===== src/hdl/ics_pkg.sv =====
// Shared types and constants for the irrigation channel scheduler.
package ics_pkg;

  localparam int unsigned HOUR_W    = 5;
  localparam int unsigned MIN_W     = 6;
  localparam int unsigned WDAY_W    = 3;
  localparam int unsigned CH_W      = 3;
  localparam int unsigned DUR_IN_W  = 16;
  localparam int unsigned SCHED_W   = 30;
  localparam int unsigned MASK_W    = 8;
  localparam int unsigned CFG_IDX_W = 3;
  localparam int unsigned VALVE_W   = 7;
  localparam int unsigned RC_W      = 3;
  localparam int unsigned ACT_W     = 4;
  localparam int unsigned CNT_W     = 6;

  // schedule word layout
  localparam int unsigned SH_LSB   = 0;
  localparam int unsigned SM_LSB   = 5;
  localparam int unsigned EH_LSB   = 11;
  localparam int unsigned EM_LSB   = 16;
  localparam int unsigned MASK_LSB = 22;

  localparam logic FUNC_TICK = 1'b0;
  localparam logic FUNC_CMD  = 1'b1;
  localparam logic CMD_ON    = 1'b0;
  localparam logic CMD_OFF   = 1'b1;

  localparam logic signed [CNT_W-1:0] CNT_ONE  = CNT_W'(1);
  localparam logic signed [CNT_W-1:0] CNT_ZERO = '0;

  typedef enum logic [1:0] {
    MODE_IDLE = 2'd0,
    MODE_ON   = 2'd1,
    MODE_OFF  = 2'd2
  } mode_e;

  typedef enum logic [1:0] {
    ST_IDLE = 2'd0,
    ST_WALK = 2'd1,
    ST_DONE = 2'd2
  } state_e;

  typedef struct packed {
    logic ready;
    logic walk;
    logic load;
  } ctrl_t;

endpackage


===== src/hdl/ics_intf.sv =====
// Handshake channel interfaces: tick/command input, result output, config write.
interface ics_in_if import ics_pkg::*; ();
  logic                valid;
  logic                ready;
  logic                func;
  logic [HOUR_W-1:0]   hour;
  logic [MIN_W-1:0]    minute;
  logic [WDAY_W-1:0]   weekday;
  logic [CH_W-1:0]     channel;
  logic                command;
  logic                timed;
  logic [DUR_IN_W-1:0] duration;

  modport source (output valid, func, hour, minute, weekday, channel, command, timed,
                  duration, input ready);
  modport sink (input valid, func, hour, minute, weekday, channel, command, timed,
                duration, output ready);
endinterface

interface ics_out_if import ics_pkg::*; ();
  logic               valid;
  logic               ready;
  logic [VALVE_W-1:0] valves;
  logic               motor;
  logic [RC_W-1:0]    running_count;

  modport source (output valid, valves, motor, running_count, input ready);
  modport sink (input valid, valves, motor, running_count, output ready);
endinterface

interface ics_cfg_if import ics_pkg::*; ();
  logic                 valid;
  logic                 ready;
  logic [CFG_IDX_W-1:0] index;
  logic [SCHED_W-1:0]   data;

  modport source (output valid, index, data, input ready);
  modport sink (input valid, index, data, output ready);
endinterface


===== src/hdl/irrigation_channel_scheduler.sv =====
// Irrigation channel scheduler top level: channel state, shared step unit, result register.
// Tick transaction: walk over all CHANNELS channels, then a decision cycle registers the
//   result once the output is free; the next item is taken only back in the idle state.
// Command transaction: skips the walk and goes to the decision cycle; then back to idle.
// The walk visits one channel per cycle through one shared step unit; the decision
//   cycle waits while an earlier result is held. Async reset clears all but the result data.
module irrigation_channel_scheduler import ics_pkg::*; #(
  parameter int unsigned CHANNELS      = 7,
  parameter int unsigned DURATION_BITS = 16
) (
  input  logic      clk_i,
  input  logic      rst_ni,
  ics_in_if.sink    in_i,
  ics_out_if.source out_o,
  ics_cfg_if.sink   cfg_i
);

  localparam int unsigned IdxW = CHANNELS > 1 ? $clog2(CHANNELS) : 1;

  ctrl_t ctrl;
  logic [IdxW-1:0] ch;
  logic in_fire, out_free;

  logic [SCHED_W-1:0]       sched_q [CHANNELS];
  mode_e                    mode_q  [CHANNELS];
  logic                     timed_q [CHANNELS];
  logic [DURATION_BITS-1:0] rem_q   [CHANNELS];
  logic [CHANNELS-1:0]      started_q;
  logic [ACT_W-1:0]         active_q;
  logic                     motor_q;
  logic signed [CNT_W-1:0]  count_q;
  logic                     tick_q;
  logic [HOUR_W-1:0]        hour_q;
  logic [MIN_W-1:0]         minute_q;
  logic [WDAY_W-1:0]        wday_q;

  logic                     out_valid_q;
  logic [VALVE_W-1:0]       out_valves_q;
  logic                     out_motor_q;
  logic [RC_W-1:0]          out_rc_q;

  logic                     u_open, u_timed, u_motor_set;
  mode_e                    u_mode;
  logic [DURATION_BITS-1:0] u_rem;
  logic signed [CNT_W-1:0]  u_count;

  logic                     clamp;
  logic                     motor_fin;
  logic [ACT_W-1:0]         active_fin;
  logic                     cmd_hit;
  logic [IdxW-1:0]          cmd_idx;

  assign in_fire  = in_i.valid && in_i.ready;
  assign out_free = !out_valid_q || out_o.ready;
  assign in_i.ready  = ctrl.ready;
  assign cfg_i.ready = 1'b1;

  ics_seq #(.CHANNELS(CHANNELS)) u_seq (
    .clk_i      (clk_i),
    .rst_ni     (rst_ni),
    .in_fire_i  (in_fire),
    .is_cmd_i   (in_i.func == FUNC_CMD),
    .out_free_i (out_free),
    .ctrl_o     (ctrl),
    .ch_o       (ch)
  );

  ics_chan_unit #(.DurW(DURATION_BITS)) u_unit (
    .sched_i     (sched_q[ch]),
    .hour_i      (hour_q),
    .minute_i    (minute_q),
    .weekday_i   (wday_q),
    .open_i      (started_q[ch]),
    .mode_i      (mode_q[ch]),
    .timed_i     (timed_q[ch]),
    .rem_i       (rem_q[ch]),
    .count_i     (count_q),
    .open_o      (u_open),
    .mode_o      (u_mode),
    .timed_o     (u_timed),
    .rem_o       (u_rem),
    .count_o     (u_count),
    .motor_set_o (u_motor_set)
  );

  assign cmd_hit = in_fire && in_i.func == FUNC_CMD && in_i.channel < CH_W'(CHANNELS);
  assign cmd_idx = in_i.channel[IdxW-1:0];

  assign clamp      = tick_q && count_q <= CNT_ZERO;
  assign motor_fin  = clamp ? 1'b0 : motor_q;
  assign active_fin = !tick_q ? active_q : (clamp ? '0 : count_q[ACT_W-1:0]);

  always_ff @(posedge clk_i or negedge rst_ni) begin
    if (!rst_ni) begin
      for (int i = 0; i < CHANNELS; i++) begin
        sched_q[i] <= '0;
        mode_q[i]  <= MODE_IDLE;
        timed_q[i] <= 1'b0;
        rem_q[i]   <= '0;
      end
      started_q <= '0;
      active_q  <= '0;
      motor_q   <= 1'b0;
      count_q   <= '0;
      tick_q    <= 1'b0;
      hour_q    <= '0;
      minute_q  <= '0;
      wday_q    <= '0;
    end else begin
      if (cfg_i.valid && cfg_i.index < CFG_IDX_W'(CHANNELS)) begin
        sched_q[cfg_i.index[IdxW-1:0]] <= cfg_i.data;
      end
      if (in_fire) begin
        tick_q   <= in_i.func == FUNC_TICK;
        hour_q   <= in_i.hour;
        minute_q <= in_i.minute;
        wday_q   <= in_i.weekday;
        count_q  <= CNT_W'(active_q);
      end
      if (cmd_hit) begin
        if (in_i.command == CMD_ON) begin
          mode_q[cmd_idx]  <= MODE_ON;
          timed_q[cmd_idx] <= in_i.timed;
          rem_q[cmd_idx]   <= DURATION_BITS'(in_i.duration);
        end else begin
          mode_q[cmd_idx]  <= MODE_OFF;
          timed_q[cmd_idx] <= 1'b0;
          rem_q[cmd_idx]   <= '0;
        end
      end
      if (ctrl.walk) begin
        mode_q[ch]    <= u_mode;
        timed_q[ch]   <= u_timed;
        rem_q[ch]     <= u_rem;
        started_q[ch] <= u_open;
        count_q       <= u_count;
        if (u_motor_set) begin
          motor_q <= 1'b1;
        end
      end
      if (ctrl.load) begin
        motor_q  <= motor_fin;
        active_q <= active_fin;
      end
    end
  end

  always_ff @(posedge clk_i or negedge rst_ni) begin
    if (!rst_ni) begin
      out_valid_q <= 1'b0;
    end else if (ctrl.load) begin
      out_valid_q <= 1'b1;
    end else if (out_o.ready) begin
      out_valid_q <= 1'b0;
    end
  end

  always_ff @(posedge clk_i) begin
    if (ctrl.load) begin
      out_valves_q <= VALVE_W'(started_q);
      out_motor_q  <= motor_fin;
      out_rc_q     <= active_fin[RC_W-1:0];
    end
  end

  assign out_o.valid         = out_valid_q;
  assign out_o.valves        = out_valves_q;
  assign out_o.motor         = out_motor_q;
  assign out_o.running_count = out_rc_q;

  a_count_needs_motor: assert property (@(posedge clk_i) disable iff (!rst_ni)
    active_q != '0 |-> motor_q)
    else $error("nonzero running count with motor off");

  a_tick_starts_walk: assert property (@(posedge clk_i) disable iff (!rst_ni)
    (in_fire && in_i.func == FUNC_TICK) |=> (ctrl.walk && ch == '0))
    else $error("tick transaction did not start channel walk at channel zero");

  a_result_from_load: assert property (@(posedge clk_i) disable iff (!rst_ni)
    $rose(out_valid_q) |-> $past(ctrl.load))
    else $error("result appeared without a decision cycle");

  a_busy_not_ready: assert property (@(posedge clk_i) disable iff (!rst_ni)
    in_fire |=> !in_i.ready)
    else $error("input ready right after a transaction");

endmodule


===== src/hdl/ics_chan_unit.sv =====
// Shared per-channel step: schedule match, manual command and count update.
module ics_chan_unit import ics_pkg::*; #(
  parameter int unsigned DurW = 16
) (
  input  logic [SCHED_W-1:0]       sched_i,
  input  logic [HOUR_W-1:0]        hour_i,
  input  logic [MIN_W-1:0]         minute_i,
  input  logic [WDAY_W-1:0]        weekday_i,
  input  logic                     open_i,
  input  mode_e                    mode_i,
  input  logic                     timed_i,
  input  logic [DurW-1:0]          rem_i,
  input  logic signed [CNT_W-1:0]  count_i,
  output logic                     open_o,
  output mode_e                    mode_o,
  output logic                     timed_o,
  output logic [DurW-1:0]          rem_o,
  output logic signed [CNT_W-1:0]  count_o,
  output logic                     motor_set_o
);

  logic [HOUR_W-1:0] sh, eh;
  logic [MIN_W-1:0]  sm, em;
  logic [MASK_W-1:0] mask;

  assign sh   = sched_i[SH_LSB +: HOUR_W];
  assign sm   = sched_i[SM_LSB +: MIN_W];
  assign eh   = sched_i[EH_LSB +: HOUR_W];
  assign em   = sched_i[EM_LSB +: MIN_W];
  assign mask = sched_i[MASK_LSB +: MASK_W];

  always_comb begin
    open_o      = open_i;
    mode_o      = mode_i;
    timed_o     = timed_i;
    rem_o       = rem_i;
    count_o     = count_i;
    motor_set_o = 1'b0;
    if (mask[weekday_i]) begin
      if (sh == hour_i && sm == minute_i && !open_o) begin
        open_o      = 1'b1;
        count_o     = count_o + CNT_ONE;
        motor_set_o = 1'b1;
      end
      if (eh == hour_i && em == minute_i && open_o) begin
        open_o  = 1'b0;
        count_o = count_o - CNT_ONE;
      end
    end
    case (mode_i)
      MODE_ON: begin
        if (!open_o) begin
          open_o      = 1'b1;
          count_o     = count_o + CNT_ONE;
          motor_set_o = 1'b1;
        end
        if (timed_i) begin
          if (rem_i <= DurW'(1)) begin
            timed_o = 1'b0;
            rem_o   = '0;
            mode_o  = MODE_OFF;
          end else begin
            rem_o = rem_i - DurW'(1);
          end
        end
      end
      default: ;
    endcase
    if (mode_o == MODE_OFF) begin
      mode_o  = MODE_IDLE;
      open_o  = 1'b0;
      count_o = count_o - CNT_ONE;
    end
  end

endmodule


===== src/hdl/ics_seq.sv =====
// Sequencer: walks the channels one per cycle for a tick, then a final motor decision.
module ics_seq import ics_pkg::*; #(
  parameter int unsigned CHANNELS = 7
) (
  input  logic clk_i,
  input  logic rst_ni,
  input  logic in_fire_i,
  input  logic is_cmd_i,
  input  logic out_free_i,
  output ctrl_t ctrl_o,
  output logic [(CHANNELS > 1 ? $clog2(CHANNELS) : 1)-1:0] ch_o
);

  localparam int unsigned IdxW = CHANNELS > 1 ? $clog2(CHANNELS) : 1;
  localparam logic [IdxW-1:0] LastCh = IdxW'(CHANNELS - 1);

  state_e state_q, state_d;
  logic [IdxW-1:0] ch_q, ch_d;

  always_comb begin
    state_d = state_q;
    case (state_q)
      ST_IDLE: begin
        if (in_fire_i) begin
          state_d = is_cmd_i ? ST_DONE : ST_WALK;
        end
      end
      ST_WALK: begin
        if (ch_q == LastCh) begin
          state_d = ST_DONE;
        end
      end
      ST_DONE: begin
        if (out_free_i) begin
          state_d = ST_IDLE;
        end
      end
      default: state_d = ST_IDLE;
    endcase
  end

  always_comb begin
    ctrl_o = '0;
    ch_d   = ch_q;
    case (state_q)
      ST_IDLE: begin
        ctrl_o.ready = 1'b1;
        ch_d         = '0;
      end
      ST_WALK: begin
        ctrl_o.walk = 1'b1;
        ch_d        = ch_q + IdxW'(1);
      end
      ST_DONE: ctrl_o.load = out_free_i;
      default: ;
    endcase
  end

  always_ff @(posedge clk_i or negedge rst_ni) begin
    if (!rst_ni) begin
      state_q <= ST_IDLE;
      ch_q    <= '0;
    end else begin
      state_q <= state_d;
      ch_q    <= ch_d;
    end
  end

  assign ch_o = ch_q;

endmodule

===== src/flat_wrapper.sv =====
// flat-port wrapper written by rule: the top's interface ports become plain ports
module irrigation_channel_scheduler_flat import ics_pkg::*;
#(
  parameter int unsigned CHANNELS      = 7,
  parameter int unsigned DURATION_BITS = 16
)
  (clk_i, rst_ni, in_i_valid, in_i_func, in_i_hour, in_i_minute, in_i_weekday, in_i_channel, in_i_command, in_i_timed, in_i_duration, in_i_ready, out_o_valid, out_o_valves, out_o_motor, out_o_running_count, out_o_ready, cfg_i_valid, cfg_i_index, cfg_i_data, cfg_i_ready);
  ics_in_if in_i_i ();
  ics_out_if out_o_i ();
  ics_cfg_if cfg_i_i ();
  input  logic clk_i;
  input  logic rst_ni;
  input wire logic [$bits(in_i_i.valid)-1:0] in_i_valid;
  input wire logic [$bits(in_i_i.func)-1:0] in_i_func;
  input wire logic [$bits(in_i_i.hour)-1:0] in_i_hour;
  input wire logic [$bits(in_i_i.minute)-1:0] in_i_minute;
  input wire logic [$bits(in_i_i.weekday)-1:0] in_i_weekday;
  input wire logic [$bits(in_i_i.channel)-1:0] in_i_channel;
  input wire logic [$bits(in_i_i.command)-1:0] in_i_command;
  input wire logic [$bits(in_i_i.timed)-1:0] in_i_timed;
  input wire logic [$bits(in_i_i.duration)-1:0] in_i_duration;
  output wire logic [$bits(in_i_i.ready)-1:0] in_i_ready;
  output wire logic [$bits(out_o_i.valid)-1:0] out_o_valid;
  output wire logic [$bits(out_o_i.valves)-1:0] out_o_valves;
  output wire logic [$bits(out_o_i.motor)-1:0] out_o_motor;
  output wire logic [$bits(out_o_i.running_count)-1:0] out_o_running_count;
  input wire logic [$bits(out_o_i.ready)-1:0] out_o_ready;
  input wire logic [$bits(cfg_i_i.valid)-1:0] cfg_i_valid;
  input wire logic [$bits(cfg_i_i.index)-1:0] cfg_i_index;
  input wire logic [$bits(cfg_i_i.data)-1:0] cfg_i_data;
  output wire logic [$bits(cfg_i_i.ready)-1:0] cfg_i_ready;
  assign in_i_i.valid = in_i_valid;
  assign in_i_i.func = in_i_func;
  assign in_i_i.hour = in_i_hour;
  assign in_i_i.minute = in_i_minute;
  assign in_i_i.weekday = in_i_weekday;
  assign in_i_i.channel = in_i_channel;
  assign in_i_i.command = in_i_command;
  assign in_i_i.timed = in_i_timed;
  assign in_i_i.duration = in_i_duration;
  assign in_i_ready = in_i_i.ready;
  assign out_o_valid = out_o_i.valid;
  assign out_o_valves = out_o_i.valves;
  assign out_o_motor = out_o_i.motor;
  assign out_o_running_count = out_o_i.running_count;
  assign out_o_i.ready = out_o_ready;
  assign cfg_i_i.valid = cfg_i_valid;
  assign cfg_i_i.index = cfg_i_index;
  assign cfg_i_i.data = cfg_i_data;
  assign cfg_i_ready = cfg_i_i.ready;
  irrigation_channel_scheduler #(.CHANNELS(CHANNELS), .DURATION_BITS(DURATION_BITS)) u_core (.clk_i(clk_i), .rst_ni(rst_ni), .in_i(in_i_i), .out_o(out_o_i), .cfg_i(cfg_i_i));
endmodule

===== config.mk =====
export PLATFORM = sky130hd
export DESIGN_NAME = irrigation_channel_scheduler_flat
export DESIGN_NICKNAME = d
export VERILOG_FILES = /design/src/hdl/ics_pkg.sv /design/src/hdl/ics_intf.sv /design/src/hdl/irrigation_channel_scheduler.sv /design/src/hdl/ics_chan_unit.sv /design/src/hdl/ics_seq.sv /design/src/flat_wrapper.sv
export SDC_FILE = /design/constraint.sdc
export NUM_CORES = 1
export LEC_CHECK = 0
export BUFFER_PORTS_ARGS = -buffer_cell sky130_fd_sc_hd__buf_2
export CAP_MARGIN = 20
export CORE_MARGIN = 2
export CORE_UTILIZATION = 45
export CTS_CLUSTER_DIAMETER = 40
export DETAILED_ROUTE_END_ITERATION = 8
export PLACE_DENSITY_LB_ADDON = 0.08
export SYNTH_ARGS = -nofsm -noshare
export SYNTH_HDL_FRONTEND = slang
export SYNTH_SLANG_ARGS = --single-unit

===== constraint.sdc =====
create_clock -name clk_i -period 4.87 [get_ports clk_i]
set_input_delay 0.7305 -clock clk_i [delete_from_list [all_inputs] [get_ports clk_i]]
set_output_delay 0.7305 -clock clk_i [all_outputs]
set_load 0.05 [all_outputs]

==> results by group, run 1 <==
Critical path
  – CP Class: flop to flop
  – Delay-heaviest family, CP: simple AND/OR/NAND/NOR gates
  – Critical Path Sink Type: flop
  – Worst path required time: between 5 and 6 ns
  – Bufs and invs on worst path: 5
  – Crit start category: flop
  – Worst path cell trace: buf_12, clkbuf_16, inv_1, buf_4, buf_4, mux4_2, nor3_2, and2_1, nand2_1, or4_1, nor2_1, nor2b_1, or3_4, nor2_1, o22ai_1, o32a_1
  – Slowest CP cell: or4_1
  – Crit path arrival time: a little over 5 ns
  – CP max FO: 18
  – Max stage delay on crit path: around 0.64 ns

Pwr
  – Sw Ratio: a little over a third
  – Pint: between 10 and 15 mW
  – Pwr per Cell Area: roughly 660 nW/um^2
  – Flop pwr share: between 30% and 40%
  – Peak supply drop: between 200 and 300 uV
  – P_sw: roughly 6 mW
  – Leak Pwr: about 11 nW
  – Comb power frac: between 30% and 40%
  – Pwr Total: 16.5 mW
  – Clock share of power: 29.7%

Placed design
  – Port Buffer Count: 86
  – DPL Wire Length: roughly 39,000 um
  – Placer Congestion: 0.847

Yosys
  – Async set-or-reset flop fraction in the synthesized netlist: between 90% and 100%
  – Mapped Avg Cell Area: ~11 um^2
  – Sequential-to-total area share from yosys stat: roughly 48%
  – EDFF count, synth: 11
  – Synth Warn #: 0
  – Distinct cell type count after synthesis: 87
  – Post-synthesis cell count: 1,926
  – Synth Register Bits: about 390
  – Syn_nets: 2,009
  – Ys flop type: dfrtp_1
  – Post-synth design cell area: 20,700 um^2

Outcome
  – Status: finished clean

Clock network
  – Clock sink total: a little under 400
  – CTS Root Buffer Type: clkbuf_16
  – Later-pin clock latency in the skew report: about 0.60 ns
  – CTS Buf Count: between 60 and 70
  – Reg clk slew, reported paths: roughly 0.05 ns
  – CTS tree: done
  – H-tree depth: 3
  – Clock Tree Buf Depth: 3

Die
  – Initial Utilization: between 40% and 50%
  – Die Y: 218 um
  – Die W: roughly 220 um
  – Area of the core: 45,400 um^2
  – IO Pins: 88
  – Die ar.: 47,600 um^2
  – FP Rows: 78

STA
  – Worst Tran Pin Value: between 1 and 1.5 ns
  – Final clock skew: 0.0285 ns
  – Tcrit/Tclk final: between 90% and 100%
  – Worst hold margin: 0.243 ns
  – Min cycle time layout: ~4.7 ns
  – Fin. Hold Viols: 0
  – Fmax: approximately 0.21 GHz
  – Final setup fails: 0
  – Final setup TNS: 0 ns
  – Final Max Slew Viols: 0
  – Max_slew headroom: 28.7%

Route
  – DRC Markers: 0
  – Total wire length: ~60,000 um
  – Post-DR wirelength/cell: ~22 um
  – Vias: roughly 16,000
  – DR iter-0 viols: about 1,300
  – First-pass detailed-route iteration total: 5
  – Via density: ~5.8
  – Post-DRT Antenna Nets: 0

Global route
  – Gr usage total: between 20% and 30%
  – Remaining Overflow, GRT: 0
  – First-pass GRT wire length: 94,400 um
  – Antenna violations before repair: 7
  – Vias in the first global route: about 16,000
  – Maximum number of pins on one net before global-route repair: 128

Finish
  – Commonest non-fill, non-tap cell in the layout: dfrtp_1
  – Fin nets: 2,178
  – Most frequent cells in the layout: 379 x dfrtp_1, 259 x mux2_2, 203 x nand2_1
  – P&R area growth vs syn: 21.3%
  – Layout cells sized above 1: ~33%

Min path
  – Hold Crit Class: primary input to async pin

Flow run
  – MaxCap Viol Count: 0
==> final cells by class <==
cell class | count | area [um^2]
multi-input combinational | 1367 | 10200
clock buffer | 88 | 1920
antenna | 2 | 5.00
fill | 3938 | 20300
tap | 600 | 751
inverter | 31 | 116
timing repair buffer | 233 | 1740
sequential | 393 | 9900
clock inverter | 38 | 450
==> what timing repair did <==
action	CTS	global route
pin swaps	1	9
gates resized for setup	4	28
cloned	1	1
endpoints found under the setup margin	1	2
hold buffers	0	0
hold endpoints to repair	0	0
buffers inserted	6	3
==> sequential cells by signal, summed over array words and instances (netlist names) <==
name                        count
u_core.tick_q                   1
u_core.count_q                  6
u_core.active_q                 4
u_core.minute_q                 6
u_core.started_q                7
u_core.sched_q                210
u_core.timed_q                  7
u_core.out_o.valves             7
u_core.hour_q                   5
u_core.u_seq.state_q            2
u_core.mode_q                  14
u_core.wday_q                   3
u_core.out_o.valid              1
u_core.rem_q                  112
u_core.motor_q                  1
u_core.out_o.motor              1
u_core.out_o.running_count      3
u_core.u_seq.ch_o               3
==> cell usage after synthesis (21+ instances only) <==
cell type | instances | area (um^2)
a211oi_1 | 36 | 270
a21oi_1 | 149 | 746
clkbuf_1 | 85 | 319
dfrtp_1 | 382 | 9560
inv_1 | 30 | 113
mux2_2 | 259 | 2920
mux2i_1 | 71 | 711
mux4_2 | 32 | 721
nand2_1 | 204 | 766
nand3_1 | 21 | 105
nor2_1 | 149 | 559
nor3b_1 | 21 | 158
o21ai_0 | 130 | 651
o22ai_1 | 21 | 131
==> power by group through the flow <==
stage / clock, mW / sequential, mW / combinational, mW
after detailed placement: 0 / 5.18 / 6.14
after global routing: 5.18 / 5.25 / 7.14
after CTS: 5.00 / 5.10 / 6.30
after global placement: 0 / 5.14 / 6.04
after floorplan: 0 / 4.87 / 4.32
final: 4.92 / 5.12 / 6.51
==> kinds of logic (layout without fill, tap and decap cells) <==
| group | after synthesis | count (layout) | share of synthesized area [%] |
|---|---|---|---|
| AO/OA/AOI/OAI | 450 | 450 | 13.5 |
| other | 1 | 3 | 0.0182 |
| AND/OR/NAND/NOR | 520 | 520 | 12.0 |
| buffers and inverters | 166 | 390 | 3.95 |
| flip-flops | 393 | 393 | 47.9 |
| XOR/XNOR | 22 | 22 | 0.933 |
| adder cells (fa/ha/maj) | 9 | 9 | 0.545 |
| multiplexers | 365 | 365 | 21.2 |
==> per-stage QoR <==
| step | setup WS (ns) | instance area, um^2 | std cells | util (%) |
|---|---|---|---|---|
| 3_5_place_dp | -0.115 | 22400 | 2613 | 49.3 |
| 3_3_place_gp | -0.00738 | 22300 | 2611 | 49.2 |
| 4_1_cts | 0.00235 | 24800 | 2746 | 54.7 |
| 5_1_grt | -0.00499 | 25100 | 2751 | 55.2 |
| 6_report | 0.137 | 25100 | 2752 | 55.2 |
| 2_1_floorplan | 0.00448 | 20700 | 1926 | - |
==> worst paths after layout <==
| check | start | endpoint | slack, ns | cells past startpoint |
|---|---|---|---|---|
| worst min register to register | u_core.started_q[0]$_DFFE_PN0P_ | u_core.out_o.valves[0]$_DFFE_PP_ | 0.48 | 0 |
| max in group asynchronous | rst_ni | u_core.sched_q[168]$_DFFE_PN0P_ | 3.43 | 2 |
| min in group clk_i | in_i_hour[4] | u_core.hour_q[4]$_DFFE_PN0P_ | 0.33 | 3 |
| worst min-delay path | rst_ni | u_core.rem_q[85]$_DFF_PN0_ | 0.24 | 1 |
| worst max register to register | u_core.u_seq.ch_o[0]$_DFFE_PN0P_ | u_core.count_q[5]$_DFFE_PN0P_ | 0.14 | 16 |
| worst max-delay path | u_core.u_seq.ch_o[0]$_DFFE_PN0P_ | u_core.count_q[5]$_DFFE_PN0P_ | 0.14 | 16 |
==> layer usage <==
metal / up-vias / part of all wire, % / GRT usage (%)
met1: 7998 / 48 / 38.1
met2: 418 / 44 / 38.4
met4: 8 / 1.8 / 7.91
li1: 7330 / - / -
met5: - / 0.080 / 0
met3: 92 / 6.0 / 4.91
Power figures use the tool's default switching activity.
==> inputs of run 2 (changes only) <==
==> constraint.sdc (replaced) <==
create_clock -name clk_i -period 4.9 [get_ports clk_i]
set_input_delay 0.735 -clock clk_i [delete_from_list [all_inputs] [get_ports clk_i]]
set_output_delay 0.735 -clock clk_i [all_outputs]
set_load 0.05 [all_outputs]
==> run 2 against run 1 <==
Against the previous run: fmax down 0.89%; count of clock-buffer cells in the layout is 2 higher; first-iteration DRC count decreased by 4.9%; register-to-register slack barely moved; design area decreased by 1.4%; routed wire length up 1.9%; critical endpoint is now u_core.count_q[4]$_DFFE_PN0P_; highest routed layer unchanged.
==> results by group, run 2 (same netlist as run 1, synthesis figures left out) <==
Critical path
  – Bufs and invs on worst path: 2 (was 5)
  – Worst path required time: 5.42 ns (was 5.33 ns)
  – Max stage delay on crit path: 0.51 ns (was 0.64 ns)
  – Crit start category: flop (unchanged)
  – Delay-heaviest family, CP: simple AND/OR/NAND/NOR gates (unchanged)
  – CP Class: flop to flop (unchanged)
  – CP max FO: 7 (was 18)
  – Worst path cell trace: buf_2, nand2b_1, buf_4, o221a_2, o21ai_0, nand4b_1, or3_1, or3_1, or3_4, nand3_2, ha_4, o21ai_2, ha_2, nand2_1, or4_4, a21o_1, a211oi_1, o21bai_1 (was buf_12, clkbuf_16, inv_1, buf_4, buf_4, mux4_2, nor3_2, and2_1, nand2_1, or4_1, nor2_1, nor2b_1, or3_4, nor2_1, o22ai_1, o32a_1)
  – Crit path arrival time: 5.29 ns (was 5.19 ns)
  – Crit-path most repeated cell: or3_1
  – Slowest CP cell: dfrtp_4 (was or4_1)
  – Critical Path Sink Type: flop (unchanged)

Pwr
  – Leak Pwr: 10.4 nW (was 10.6 nW)
  – Pwr per Cell Area: 658 nW/um^2 (was 660 nW/um^2)
  – Peak supply drop: 288 uV (was 298 uV)

Clock network
  – CTS Buf Count: 72 (was 69)
  – Later-pin clock latency in the skew report: 0.60 ns (about the same)
  – CTS tree: done (unchanged)
  – H-tree depth: 3 (unchanged)
  – Reg clk slew, reported paths: 0.05 ns (about the same)
  – Clock sink total: 393 (unchanged)
  – Clock Tree Buf Depth: 3 (unchanged)
  – CTS Root Buffer Type: clkbuf_16 (unchanged)

STA
  – Final setup TNS: 0 ns (unchanged)
  – Final clock skew: 0.0206 ns (was 0.0285 ns)
  – Fin. Hold Viols: 0 (unchanged)
  – Worst hold margin: 0.164 ns (was 0.243 ns)
  – Worst Tran Pin Value: 1.04 ns (was 1.07 ns)
  – Fmax: 0.209 GHz (was 0.211 GHz)
  – Min cycle time layout: 4.78 ns (was 4.73 ns)
  – Final Max Slew Viols: 0 (unchanged)
  – Tcrit/Tclk final: 97.5% (was 97.2%)
  – RSZ-0062 raised after global routing: true
  – Final setup fails: 0 (unchanged)
  – Max_slew headroom: 30.2% (was 28.7%)

Global route
  – Remaining Overflow, GRT: 0 (unchanged)
  – Gr usage total: 26.0% (was 25.8%)
  – Antenna violations before repair: 5 (was 7)
  – Maximum number of pins on one net before global-route repair: 112 (was 128)
  – First-pass GRT wire length: 94,300 um (was 94,400 um)
  – Vias in the first global route: 15,600 (was 16,000)

Die
  – Die W: 218 um (unchanged)
  – Initial Utilization: 45.5% (unchanged)
  – FP Rows: 78 (unchanged)
  – Die Y: 218 um (unchanged)
  – IO Pins: 88 (unchanged)
  – Die ar.: 47,600 um^2 (unchanged)
  – Area of the core: 45,400 um^2 (unchanged)

Finish
  – Largest regs: u_core.sched_q: 210 flops, u_core.rem_q: 112 flops, u_core.mode_q: 14 flops (unchanged)
  – Non-filler instance count after layout: 2,708 (was 2,752)
  – Max reg flops: 210 (unchanged)
  – Layout cells sized above 1: 31.4% (was 32.9%)
  – Most frequent cells in the layout: 379 x dfrtp_1, 259 x mux2_2, 203 x nand2_1 (unchanged)
  – Commonest non-fill, non-tap cell in the layout: dfrtp_1 (unchanged)
  – Top reg by flops: u_core.sched_q (unchanged)
  – P&R area growth vs syn: 19.6% (was 21.3%)
  – Fin nets: 2,137 (was 2,178)

Min path
  – Hold Crit Class: primary input to async pin (unchanged)

Placed design
  – Port Buffer Count: 86 (unchanged)
  – Cells after DPL: 2,569 (was 2,613)
  – DPL Wire Length: 38,400 um (was 38,600 um)
  – Placer Congestion: 0.895 (was 0.847)

Outcome
  – Status: finished clean (unchanged)

Route
  – Post-DRT Antenna Nets: 0 (unchanged)
  – DR iter-0 viols: 1,231 (was 1,295)
  – DRC Markers: 0 (unchanged)
  – Post-DR wirelength/cell: 22.6 um (was 21.8 um)
  – Total wire length: 61,200 um (was 60,000 um)
  – Vias: 16,000 (was 15,800)
  – First-pass detailed-route iteration total: 5 (unchanged)
  – Via density: 5.91 (was 5.76)

Flow run
  – MaxCap Viol Count: 0 (unchanged)
run 2: final cells by class:
cell class,count,area (um^2)
fill,3925,20700
multi-input combinational,1367,10100
sequential,393,9900
clock buffer,90,2030
timing repair buffer,189,1390
tap,600,751
clock inverter,37,384
inverter,31,116
antenna,1,2.50
run 2: repair_timing:
action                                  4_1_cts  5_1_grt
hold buffers                                  0        0
endpoints found under the setup margin        1        2
resized for setup                             4       12
setup buffers                                 6        3
pin swaps                                     3        8
run 2: worst register-to-register path: stages (launching register included):
cell      delay [ns]
dfrtp_4         0.51
buf_2           0.19
nand2b_1        0.20
buf_4           0.21
o221a_2         0.28
o21ai_0         0.14
nand4b_1        0.23
or3_1           0.45
or3_1           0.43
or3_4           0.35
nand3_2         0.11
ha_4            0.21
o21ai_2         0.14
ha_2            0.19
nand2_1         0.07
or4_4           0.50
a21o_1          0.18
a211oi_1        0.18
o21bai_1        0.13
run 2: where the power goes:
group	internal (mW)	switching, mW	leakage (nW)
Clock	3.21	1.73	1.17
Sequential	4.36	0.754	4.68
Combinational	2.72	3.48	4.53
run 2: metrics by stage:
stage | instance area, um^2 | setup WS [ns] | power (mW) | util [%]
final | 24700 | 0.125 | 16.2 | 54.4
after global routing | 24700 | -0.115 | 17.2 | 54.4
after CTS | 24600 | 0.00533 | 16.2 | 54.1
after detailed placement | 22100 | -0.0666 | 11.1 | 48.6
after global placement | 22100 | 0.00721 | 11.0 | 48.6
after floorplan | 20700 | 0.0142 | 9.13 | -
run 2: worst paths after layout:
check	startpoint	slack (ns)	endpoint	depth (start not counted)
worst max-delay path	u_core.u_seq.ch_o[0]$_DFFE_PN0P_	0.12	u_core.count_q[4]$_DFFE_PN0P_	18
worst min-delay path	rst_ni	0.16	u_core.rem_q[6]$_DFF_PN0_	1
worst max register to register	u_core.u_seq.ch_o[0]$_DFFE_PN0P_	0.12	u_core.count_q[4]$_DFFE_PN0P_	18
worst min register to register	u_core.started_q[0]$_DFFE_PN0P_	0.49	u_core.out_o.valves[0]$_DFFE_PP_	0
max in group asynchronous	rst_ni	3.54	u_core.sched_q[23]$_DFFE_PN0P_	2
min in group clk_i	in_i_minute[5]	0.33	u_core.minute_q[5]$_DFFE_PN0P_	3
run 2: routing by layer:
metal | up-vias | share of wire (%) | global-route usage (%)
met1 | 8113 | 47 | 37.7
met3 | 140 | 6.6 | 6.15
met5 | - | 0.057 | 0
met2 | 511 | 44 | 38.4
met4 | 8 | 2.7 | 8.34
li1 | 7238 | - | -
==> inputs of run 3 (changes only) <==
--- a/config.mk
+++ b/config.mk
@@ -9,7 +9,7 @@
 export CAP_MARGIN = 20
 export CORE_MARGIN = 2
 export CORE_UTILIZATION = 45
-export CTS_CLUSTER_DIAMETER = 40
+export CTS_CLUSTER_DIAMETER = 50
 export DETAILED_ROUTE_END_ITERATION = 8
 export PLACE_DENSITY_LB_ADDON = 0.08
 export SYNTH_ARGS = -nofsm -noshare
==> constraint.sdc (replaced) <==
create_clock -name clk_i -period 6.2 [get_ports clk_i]
set_input_delay 0.93 -clock clk_i [delete_from_list [all_inputs] [get_ports clk_i]]
set_output_delay 0.93 -clock clk_i [all_outputs]
set_load 0.05 [all_outputs]
==> run 3 against run 2 <==
Against the previous run: power down 30%; core utilization shrank 3.1 points; count of clock-buffer cells in the layout is 26 lower; final cell count down 3.5%; design area decreased by 5.7%; flip-flop and latch count stayed put; highest routed layer unchanged.
==> results by group, run 3 (same netlist as run 1, synthesis figures left out) <==
Route
  – Total wire length: 58,200 um (was 61,200 um)
  – Post-DRT Antenna Nets: 0 (unchanged)
  – DRC Markers: 0 (unchanged)
  – DR iter-0 viols: 1,152 (was 1,231)
  – Via density: 5.89 (was 5.91)
  – Vias: 15,400 (was 16,000)
  – Post-DR wirelength/cell: 22.3 um (was 22.6 um)
  – First-pass detailed-route iteration total: 5 (unchanged)

Finish
  – Commonest non-fill, non-tap cell in the layout: dfrtp_1 (unchanged)
  – P&R area growth vs syn: 12.8% (was 19.6%)
  – Largest regs: u_core.sched_q: 210 flops, u_core.rem_q: 112 flops, u_core.mode_q: 14 flops (unchanged)
  – Layout cells sized above 1: 27.3% (was 31.4%)
  – Most frequent cells in the layout: 379 x dfrtp_1, 259 x mux2_2, 204 x nand2_1 (was 379 x dfrtp_1, 259 x mux2_2, 203 x nand2_1)
  – Top reg by flops: u_core.sched_q (unchanged)
  – Non-filler instance count after layout: 2,613 (was 2,708)
  – Util after Layout: 51.3% (was 54.4%)
  – Finished layout cell area: 23,300 um^2 (was 24,700 um^2)
  – Fillers: 4,079 (was 3,925)
  – Max reg flops: 210 (unchanged)
  – Fin nets: 2,055 (was 2,137)

Global route
  – Met3 usage: 3.97% (was 6.15%)
  – Gr usage total: 24.9% (was 26.0%)
  – Maximum number of pins on one net before global-route repair: 102 (was 112)
  – Vias in the first global route: 15,300 (was 15,600)
  – GRT met2 Usage: 38.5% (was 38.4%)
  – Remaining Overflow, GRT: 0 (unchanged)
  – Met1 usage: 36.7% (was 37.7%)
  – Busiest grt layer: met2 (unchanged)
  – First-pass GRT wire length: 91,500 um (was 94,300 um)
  – Antenna violations before repair: 5 (unchanged)

Critical path
  – Crit start category: flop (unchanged)
  – Worst path cell trace: mux4_2, nor2_1, a211oi_1, a2111oi_4, nand4_4, nor2_1, mux2i_1, ha_1, or3_1, nand3_1, ha_1, o21ai_0, ha_1, nand2_1, or4_1, a21o_1, a211oi_1, o21bai_1 (was buf_2, nand2b_1, buf_4, o221a_2, o21ai_0, nand4b_1, or3_1, or3_1, or3_4, nand3_2, ha_4, o21ai_2, ha_2, nand2_1, or4_4, a21o_1, a211oi_1, o21bai_1)
  – Worst path required time: 6.70 ns (was 5.42 ns)
  – Bufs and invs on worst path: 0 (was 2)
  – Reg2Reg Depth: 18 (unchanged)
  – Max stage delay on crit path: 0.92 ns (was 0.51 ns)
  – Crit-path most repeated cell: ha_1 (was or3_1)
  – Slowest CP cell: dfrtp_4 (unchanged)
  – CP Depth: 18 (unchanged)
  – Critical Path Sink Type: flop (unchanged)
  – R2r startpoint: u_core.u_seq.ch_o[0]$_DFFE_PN0P_ (unchanged)
  – CP max FO: 51 (was 7)
  – Crit path arrival time: 6.24 ns (was 5.29 ns)
  – Worst setup path start: u_core.u_seq.ch_o[0]$_DFFE_PN0P_ (unchanged)
  – Delay-heaviest family, CP: simple AND/OR/NAND/NOR gates (unchanged)
  – CP Class: flop to flop (unchanged)

Clock network
  – CTS Root Buffer Type: clkbuf_16 (unchanged)
  – Clock Tree Buf Depth: 3 (unchanged)
  – Later-pin clock latency in the skew report: 0.60 ns (about the same)
  – # Post-CTS Setup Buffers: 0 (was 6)
  – CTS Buf Count: 49 (was 72)
  – Reg clk slew, reported paths: 0.06 ns (was 0.05 ns)
  – Post-CTS Resized: 0 (was 4)
  – CTS tree: done (unchanged)
  – H-tree depth: 2 (was 3)
  – Post-CTS Hold Buffers: 0 (unchanged)
  – Clock sink total: 393 (unchanged)

STA
  – Worst hold margin: 0.292 ns (was 0.164 ns)
  – Max_slew headroom: 29.0% (was 30.2%)
  – Min cycle time layout: 5.74 ns (was 4.78 ns)
  – Worst Tran Pin Value: 1.06 ns (was 1.04 ns)
  – Final setup TNS: 0 ns (unchanged)
  – Worst setup margin: 0.462 ns (was 0.125 ns)
  – RSZ-0062 raised after global routing: false (was true)
  – Final setup fails: 0 (unchanged)
  – Fin. Hold Viols: 0 (unchanged)
  – Tcrit/Tclk final: 92.5% (was 97.5%)
  – Final Max Slew Viols: 0 (unchanged)
  – Fmax: 0.174 GHz (was 0.209 GHz)
  – Final clock skew: 0.0275 ns (was 0.0206 ns)

Pwr
  – Pwr per Cell Area: 489 nW/um^2 (was 658 nW/um^2)
  – Pint: 7.07 mW (was 10.3 mW)
  – Peak supply drop: 225 uV (was 288 uV)
  – Comb power frac: 38.0% (was 38.1%)
  – Flop pwr share: 36.2% (was 31.5%)
  – Leak Pwr: 9.70 nW (was 10.4 nW)
  – P_sw: 4.32 mW (was 5.95 mW)
  – Pwr Total: 11.4 mW (was 16.2 mW)
  – Clock share of power: 25.8% (was 30.4%)
  – Sw Ratio: 37.9% (was 36.7%)

Die
  – Die W: 218 um (unchanged)
  – Die ar.: 47,600 um^2 (unchanged)
  – FP Rows: 78 (unchanged)
  – Die Y: 218 um (unchanged)
  – Initial Utilization: 45.5% (unchanged)
  – IO Pins: 88 (unchanged)
  – Area of the core: 45,400 um^2 (unchanged)

Flow run
  – MaxCap Viol Count: 0 (unchanged)

Placed design
  – Placer Congestion: 0.818 (was 0.895)
  – Pre-CTS setup slack: 0.533 ns (was -0.0666 ns)
  – Port Buffer Count: 86 (unchanged)
  – Post-placement cell area: 21,600 um^2 (was 22,100 um^2)
  – Cells after DPL: 2,520 (was 2,569)
  – DPL Wire Length: 36,300 um (was 38,400 um)

Min path
  – Hold Crit Class: primary input to async pin (unchanged)

Outcome
  – Status: finished clean (unchanged)
## run 3: changes by cell type in the layout (fill, tap and decap cells not counted), moves of 2 or more
| cell | previous run | this run |
|---|---|---|
| clkinv_4 | 8 | 6 |
| a221oi_1 | 2 | 5 |
| buf_12 | 13 | 5 |
| ha_1 | 7 | 9 |
| o22ai_2 | 2 | 0 |
| clkbuf_16 | 76 | 51 |
| o22ai_1 | 19 | 21 |
| clkinvlp_4 | 9 | 2 |
| buf_4 | 88 | 39 |
| a221oi_2 | 3 | 0 |
| nor2_1 | 144 | 146 |
| clkbuf_1 | 6 | 4 |
## run 3: power by group through the flow
stage,Sequential (mW),Clock [mW],Combinational (mW)
after CTS,4.11,3.01,4.32
after global routing,4.24,3.11,4.78
final,4.13,2.94,4.32
after floorplan,3.83,0,3.38
after global placement,4.13,0,4.24
after detailed placement,4.15,0,4.31
## run 3: area by class of cell
type | count | area (um^2) | share of cell area (%)
Sequential cell | 393 | 9900 | 42.5
Tap cell | 600 | 751 | 3.22
Timing Repair Buffer | 130 | 833 | 3.58
Antenna cell | 1 | 2.50 | 0.0107
Clock buffer | 64 | 1420 | 6.08
Multi-Input combinational cell | 1367 | 10000 | 42.9
Clock inverter | 27 | 275 | 1.18
Inverter | 31 | 116 | 0.500
## run 3: routing by layer
layer  wire length [um]  share of wire (%)
met5                 23              0.039
met4               1020                1.8
met3               2980                5.1
met2              26300                 45
met1              27900                 48
## run 3: final timing paths
path                       slack (ns)                                to
setup reg to reg                 0.46     u_core.count_q[4]$_DFFE_PN0P_
hold / removal                   0.29        u_core.rem_q[37]$_DFF_PN0_
max in group asynchronous        4.53        u_core.rem_q[15]$_DFF_PN0_
min in group clk_i               0.48  u_core.out_o.valves[3]$_DFFE_PP_
setup / recovery                 0.46     u_core.count_q[4]$_DFFE_PN0P_
hold reg to reg                  0.48  u_core.out_o.valves[3]$_DFFE_PP_
